$ cat config.mk
export PLATFORM = sky130hd
export DESIGN_NAME = vvfe_ctrl
export DESIGN_NICKNAME = d
export VERILOG_FILES = /design/src/rtl/vvfe_pkg.sv /design/src/rtl/vvfe_ctrl.sv
export SDC_FILE = /design/constraint.sdc
export NUM_CORES = 1
export LEC_CHECK = 0
export BUFFER_PORTS_ARGS = -buffer_cell sky130_fd_sc_hd__buf_4
export CAP_MARGIN = 20
export CORE_AREA = 2 2 39 41
export DETAILED_ROUTE_END_ITERATION = 10
export DIE_AREA = 0 0 41 43
export SYNTH_ARGS = -nofsm -noshare
export SYNTH_HDL_FRONTEND = slang
export SYNTH_SLANG_ARGS = --single-unit
$ cat constraint.sdc
create_clock -name clk -period 1.15 [get_ports clk]
set_input_delay 0 -clock clk [delete_from_list [all_inputs] [get_ports clk]]
set_output_delay 0 -clock clk [all_outputs]
set_load 0.02 [all_outputs]
$ cat src/rtl/vvfe_pkg.sv
// ----------------------------------------------------------------------------
// vvfe_pkg
// Types and constants of the voxel visible face extractor.
// ----------------------------------------------------------------------------
`timescale 1ns / 1ps
`default_nettype none

package vvfe_pkg;

    localparam int POS_W      = 6;
    localparam int BID_W      = 16;
    localparam int FPOS_W     = 5;
    localparam int DIR_W      = 3;
    localparam int PAL_W      = 3;
    localparam int COLOR_W    = 24;
    localparam int NUM_DIRS   = 6;
    localparam int RD_CNT_W   = 3;

    // op codes
    localparam logic [1:0] OP_LOAD  = 2'd0;
    localparam logic [1:0] OP_QUERY = 2'd1;
    localparam logic [1:0] OP_CLEAR = 2'd2;

    // face directions
    localparam logic [DIR_W-1:0] DIR_XP = 3'd0;
    localparam logic [DIR_W-1:0] DIR_XN = 3'd1;
    localparam logic [DIR_W-1:0] DIR_YP = 3'd2;
    localparam logic [DIR_W-1:0] DIR_YN = 3'd3;
    localparam logic [DIR_W-1:0] DIR_ZP = 3'd4;
    localparam logic [DIR_W-1:0] DIR_ZN = 3'd5;

    // debug colors per direction, red in the low byte
    localparam logic [COLOR_W-1:0] COLOR_XP = 24'h0000FF;
    localparam logic [COLOR_W-1:0] COLOR_XN = 24'h00FFFF;
    localparam logic [COLOR_W-1:0] COLOR_YP = 24'h00FF00;
    localparam logic [COLOR_W-1:0] COLOR_YN = 24'hFFFF00;
    localparam logic [COLOR_W-1:0] COLOR_ZP = 24'hFF0000;
    localparam logic [COLOR_W-1:0] COLOR_ZN = 24'hFF00FF;

    localparam logic [COLOR_W-1:0] DIR_COLOR [NUM_DIRS] = '{
        COLOR_XP, COLOR_XN, COLOR_YP, COLOR_YN, COLOR_ZP, COLOR_ZN
    };

    typedef struct packed {
        logic [1:0]       op;
        logic [POS_W-1:0] pos_x;
        logic [POS_W-1:0] pos_y;
        logic [POS_W-1:0] pos_z;
        logic [BID_W-1:0] voxel_id;
    } in_word_t;

    typedef struct packed {
        logic [FPOS_W-1:0]  face_x;
        logic [FPOS_W-1:0]  face_y;
        logic [FPOS_W-1:0]  face_z;
        logic [DIR_W-1:0]   face_dir;
        logic [PAL_W-1:0]   palette_index;
        logic [COLOR_W-1:0] face_color;
        logic               last;
    } out_word_t;

    typedef enum logic [1:0] {
        KIND_NONE,
        KIND_LOAD,
        KIND_QUERY,
        KIND_CLEAR
    } kind_t;

    typedef enum logic [2:0] {
        ST_IDLE,
        ST_WRITE,
        ST_READ,
        ST_DRAIN,
        ST_EMIT
    } state_t;

    typedef struct packed {
        logic latch;
        logic write;
        logic rd_en;
        logic emit;
        logic clear;
    } cmd_t;

    typedef struct packed {
        kind_t in_kind;
        logic  rd_last;
        logic  faces_left;
        logic  last_face;
        logic  out_free;
    } status_t;

endpackage

`default_nettype wire

$ cat src/rtl/vvfe_ctrl.sv
// ----------------------------------------------------------------------------
// vvfe_ctrl
// Sequencer: load write, clear, seven-read neighbor scan, face record emission.
// ----------------------------------------------------------------------------
`timescale 1ns / 1ps
`default_nettype none

module vvfe_ctrl (
    input  logic              clk,
    input  logic              rst_n,
    input  logic              in_valid,
    output logic              in_stall,
    input  vvfe_pkg::status_t status,
    output vvfe_pkg::cmd_t    cmd
);

    vvfe_pkg::state_t state_reg;
    vvfe_pkg::state_t state_next;

    always_ff @(posedge clk or negedge rst_n)
    begin
        if (!rst_n)
        begin
            state_reg <= vvfe_pkg::ST_IDLE;
        end
        else
        begin
            state_reg <= state_next;
        end
    end

    always_comb
    begin
        state_next = state_reg;
        unique case (state_reg)
            vvfe_pkg::ST_IDLE:
            begin
                if (in_valid)
                begin
                    unique case (status.in_kind)
                        vvfe_pkg::KIND_LOAD:  state_next = vvfe_pkg::ST_WRITE;
                        vvfe_pkg::KIND_QUERY: state_next = vvfe_pkg::ST_READ;
                        default:              state_next = vvfe_pkg::ST_IDLE;
                    endcase
                end
            end
            vvfe_pkg::ST_WRITE:
            begin
                state_next = vvfe_pkg::ST_IDLE;
            end
            vvfe_pkg::ST_READ:
            begin
                if (status.rd_last)
                begin
                    state_next = vvfe_pkg::ST_DRAIN;
                end
            end
            vvfe_pkg::ST_DRAIN:
            begin
                state_next = vvfe_pkg::ST_EMIT;
            end
            vvfe_pkg::ST_EMIT:
            begin
                if (!status.faces_left)
                begin
                    state_next = vvfe_pkg::ST_IDLE;
                end
                else if (status.out_free && status.last_face)
                begin
                    state_next = vvfe_pkg::ST_IDLE;
                end
            end
            default:
            begin
                state_next = vvfe_pkg::ST_IDLE;
            end
        endcase
    end

    always_comb
    begin
        in_stall  = 1'b1;
        cmd       = '0;
        unique case (state_reg)
            vvfe_pkg::ST_IDLE:
            begin
                in_stall  = 1'b0;
                cmd.latch = in_valid;
                cmd.clear = in_valid && (status.in_kind == vvfe_pkg::KIND_CLEAR);
            end
            vvfe_pkg::ST_WRITE:
            begin
                cmd.write = 1'b1;
            end
            vvfe_pkg::ST_READ:
            begin
                cmd.rd_en = 1'b1;
            end
            vvfe_pkg::ST_DRAIN:
            begin
                cmd.rd_en = 1'b0;
            end
            vvfe_pkg::ST_EMIT:
            begin
                cmd.emit = status.faces_left && status.out_free;
            end
            default:
            begin
                in_stall = 1'b1;
            end
        endcase
    end

endmodule

`default_nettype wire

# Word-level counts from Yosys, hierarchy flattened
# Index checks and enable logic that the tools add are counted.
# totals
register_bits	3
in_bits	9
# classes
n_eq_ne	10
mux	12
reduce_logical	5
# ops
op	n
2-to-1 mux 3 bit	4
one-hot mux 3 bit (4 select lines)	1
== test 3 x 2 -> 1 bit (second input constant)	2
2-to-1 mux 1 bit	6
== test 2 bit (second input constant)	2
inequality test 2 bit (second input constant)	2
one-hot mux 2 bit (2 select lines)	1
== test 3 x 1 -> 1 bit (second input constant)	1
== test 3 bit (second input constant)	1
logical AND 1 bit	3
logical NOT 3 bit	1
inequality test 3 bit (second input constant)	1
AND reduction 3 bit	1
== test 2 x 1 -> 1 bit (second input constant)	1

# Depth between registers and ports, before layout
# depth
depth_word	4
depth_mapped	2

# Worst setup path before layout
# No wires, ideal clock.
# synth_path
path_kind	flip-flop to output port
start	register state_reg[2]
end	output cmd[4] (netlist bit)
arrival_ns	1.149
required_time_ns	1.150
slack_ns	0.001
path_stages_with_launch	3
n_path_buf	0
cell_sequence	dfrtp_1 or3_4 nor2_1
# synth_lines
element	line_no	rtl
from (decl)	vvfe_ctrl.sv:17	vvfe_pkg::state_t state_reg;
from (signal assigned)	vvfe_ctrl.sv:24	state_reg <= vvfe_pkg::ST_IDLE;
from (signal assigned)	vvfe_ctrl.sv:28	state_reg <= state_next;
to (decl)	vvfe_ctrl.sv:14	output vvfe_pkg::cmd_t cmd

==> flow_metrics.env <==
export IMPL_leakagePower_uw=0.000210
export IMPL_crit_family="simple AND/OR/NAND/NOR gates"
export IMPL_yosys_warnings=0
export IMPL_violations="setup timing"
export IMPL_path_cells="or3_4 > nor2_4 > buf_6"
export IMPL_synth_edf_count=0
export IMPL_grt_pass1_wl_mm=1.03
export IMPL_status="finished, violations left"
export IMPL_max_slew_margin_pct=85.5
export IMPL_synthTopCellsByArea="dfrtp_1 39%, a211oi_1 7.7%, and4bb_2 6.5%"
export IMPL_reg2reg_depth=3
export IMPL_tightest_slew_ns=0.216
export IMPL_cp_num_buf_inv=1
export IMPL_r2r_start="state_reg[1]$_DFFE_PN0P_"
export IMPL_synth_simple_gate_area_share_pct=42.6
export IMPL_antenna_found_initial=0
export IMPL_slew_violations=0
export IMPL_fin_crit_sh_pct=109
export IMPL_drtAntennaViolNets=0
export IMPL_yosys_area_share_xor_xnor_pct=0
export IMPL_powerDensity_mw_per_mm2=2170
export IMPL_die_y_um=43
export IMPL_drv_cap=0
export IMPL_synthArstFlopShare_pct=100
export IMPL_drt_iter0_drc=1
export IMPL_numPortBuffers=14
export IMPL_min_period_ns=1.26
export IMPL_diodes=0
export IMPL_h_tree_depth=1
export IMPL_start_kind="flip-flop"
export IMPL_synth_ff_type="dfrtp_1"
export IMPL_grt_pass1_vias=273
export IMPL_synthMuxAreaShare_pct=0
export IMPL_hold_path_depth=3
export IMPL_cts_root_buf="clkbuf_4"
export IMPL_max_freq_mhz=796
export IMPL_synthAdderAreaFrac_pct=0
export IMPL_seq_area_frac_synth_pct=38.7
export IMPL_dr_total_vias=246
export IMPL_synthDistinctLibCells=15
export IMPL_finalHoldViolCount=0
export IMPL_largest_reg_flops=3
export IMPL_stdcell_count=62
export IMPL_worstSetupStartpoint="state_reg[0]$_DFFE_PN0P_"
export IMPL_skew_ns=0.000458
export IMPL_grt_max_degree=5
export IMPL_fillerInstances=157
export IMPL_tns_ns=-0.334
export IMPL_yosys_area_top_type="dfrtp_1"
export IMPL_end_kind="output pin"
export IMPL_clock_latency_ns=0.23
export IMPL_synth_compound_area_share_pct=12.9
export IMPL_area_growth_syn_to_layout_pct=125
export IMPL_yosysTopAreaCellShare_pct=38.7
export IMPL_syn_area_um2=194
export IMPL_routed_wl_um=564
export IMPL_cp_required_ns=1.15
export IMPL_place_congestion=0.625
export IMPL_setup_ws_ns=-0.107
export IMPL_crit_slowest_cell="or3_4"
export IMPL_overflow=0
export IMPL_cp_max_fo=3
export IMPL_drc=0
export IMPL_start_util_pct=14.0
export IMPL_nets=56
export IMPL_track_usage_pct=8.87
export IMPL_dr_pass1_iters=2
export IMPL_synth_seq_cells=3
export IMPL_synth_cells=21
export IMPL_io_pins=15
export IMPL_cts_sinks=3
export IMPL_rows=14
export IMPL_path_depth=3
export IMPL_rsz0062_at_grt="yes"
export IMPL_setup_violations=6
export IMPL_drive_gt1_share_pct=65.2
export IMPL_vias_per_cell=3.97
export IMPL_syn_area_per_cell_um2=9.24
export IMPL_numCtsBuffers=3
export IMPL_die_area_mm2=0.00176
export IMPL_synth_top_family_by_area="simple AND/OR/NAND/NOR gates"
export IMPL_wl_per_cell_um=9.10
export IMPL_hold_path_class="input port to flip-flop"
export IMPL_synth_nets=30
export IMPL_max_stage_delay_ns=0.43
export IMPL_clk_path_buf_depth=2
export IMPL_ir_worst_vdd_mv=0.631
export IMPL_coreArea_mm2=0.00138
export IMPL_hp_start="status[3]"
export IMPL_place_inst=52
export IMPL_die_w_um=41
export IMPL_cp_arrival_ns=1.26
export IMPL_synth_top_cells_by_count="3 x dfrtp_1, 3 x inv_1, 2 x a211oi_1, 2 x nand2_1"
export IMPL_tritoncts="done"
export IMPL_crit_type="flip-flop to output pin"
export IMPL_path_clk_slew_ns=0.04
[worst register-to-register path, cell delays in order, from the launching register on]
cell and delay (ns):
dfrtp_1 0.39, buf_4 0.15, nand4bb_1 0.18, a211oi_1 0.23
[kinds of logic after synthesis]
logic type,count (synthesis)
buf+inv,3
flops,3
compound gates,3
simple gates,12
[routing by layer]
layer / vias up / track usage, % / share of wire, %
met4: 0 / 4.00 / 0
met5: - / 0 / 0
met2: 7 / 15.3 / 60
met1: 113 / 7.82 / 32
li1: 126 / - / -
met3: 0 / 4.71 / 8.0
[what timing repair did]
item                       4_1_cts  5_1_grt
setup endpoints to repair        4        6
hold endpoints to repair         3        0
resized for setup                9        1
pin swaps                        4        2
setup buffers                    5        0
gates cloned                     0        0
hold buffers                     1        0
[cell type report]
class / instances / area, um2 / area share, %
Tap cell: 16 / 20.0 / 4.60
Timing Repair Buffer: 21 / 175 / 40.2
Multi-Input combinational cell: 15 / 128 / 29.3
Inverter: 3 / 11.3 / 2.59
Clock buffer: 4 / 26.3 / 6.03
Sequential cell: 3 / 75.1 / 17.2
[layout by cell type (no fill, tap or decap), types with 2 or more instances in the layout]
master and instances:
dfrtp_1 3, buf_4 16, nor2_4 2, inv_1 2
buf_6 4, clkbuf_4 3, nand2_1 2, a211oi_1 2
[path summary, 6_finish.rpt]
path,end,slack [ns]
max in group asynchronous,state_reg[2]$_DFFE_PN0P_,0.96
min reg2reg,state_reg[0]$_DFFE_PN0P_,0.61
max reg2reg,state_reg[0]$_DFFE_PN0P_,0.10
min,state_reg[0]$_DFFE_PN0P_,0.04
max,cmd[4],-0.11
min in group asynchronous,state_reg[0]$_DFFE_PN0P_,0.09
[power breakdown]
| part | internal [uW] | leakage, uW | total [uW] | switching, uW |
|---|---|---|---|---|
| logic | 315 | 0.000155 | 591 | 276 |
| registers | 142 | 0.0000396 | 174 | 32.1 |
| clock network | 130 | 0.0000150 | 180 | 49.8 |
| total | 587 | 0.000210 | 945 | 358 |
[per-stage QoR]
stage / area, um2 / power (uW) / hold slack [ns] / setup slack, ns / utilization (%)
final: 435 / 945 / 0.0401 / -0.107 / 31.5
after global routing: 435 / 1020 / 0.0478 / -0.155 / 31.5
after CTS: 435 / 946 / 0.0348 / -0.112 / 31.5
after detailed placement: 327 / 591 / -0.208 / 0.0932 / 23.6
after global placement: 327 / 587 / -0.209 / 0.107 / 23.6
after floorplan: 194 / 417 / -0.296 / 0.00106 / -
(Power assumes the default switching activity.)
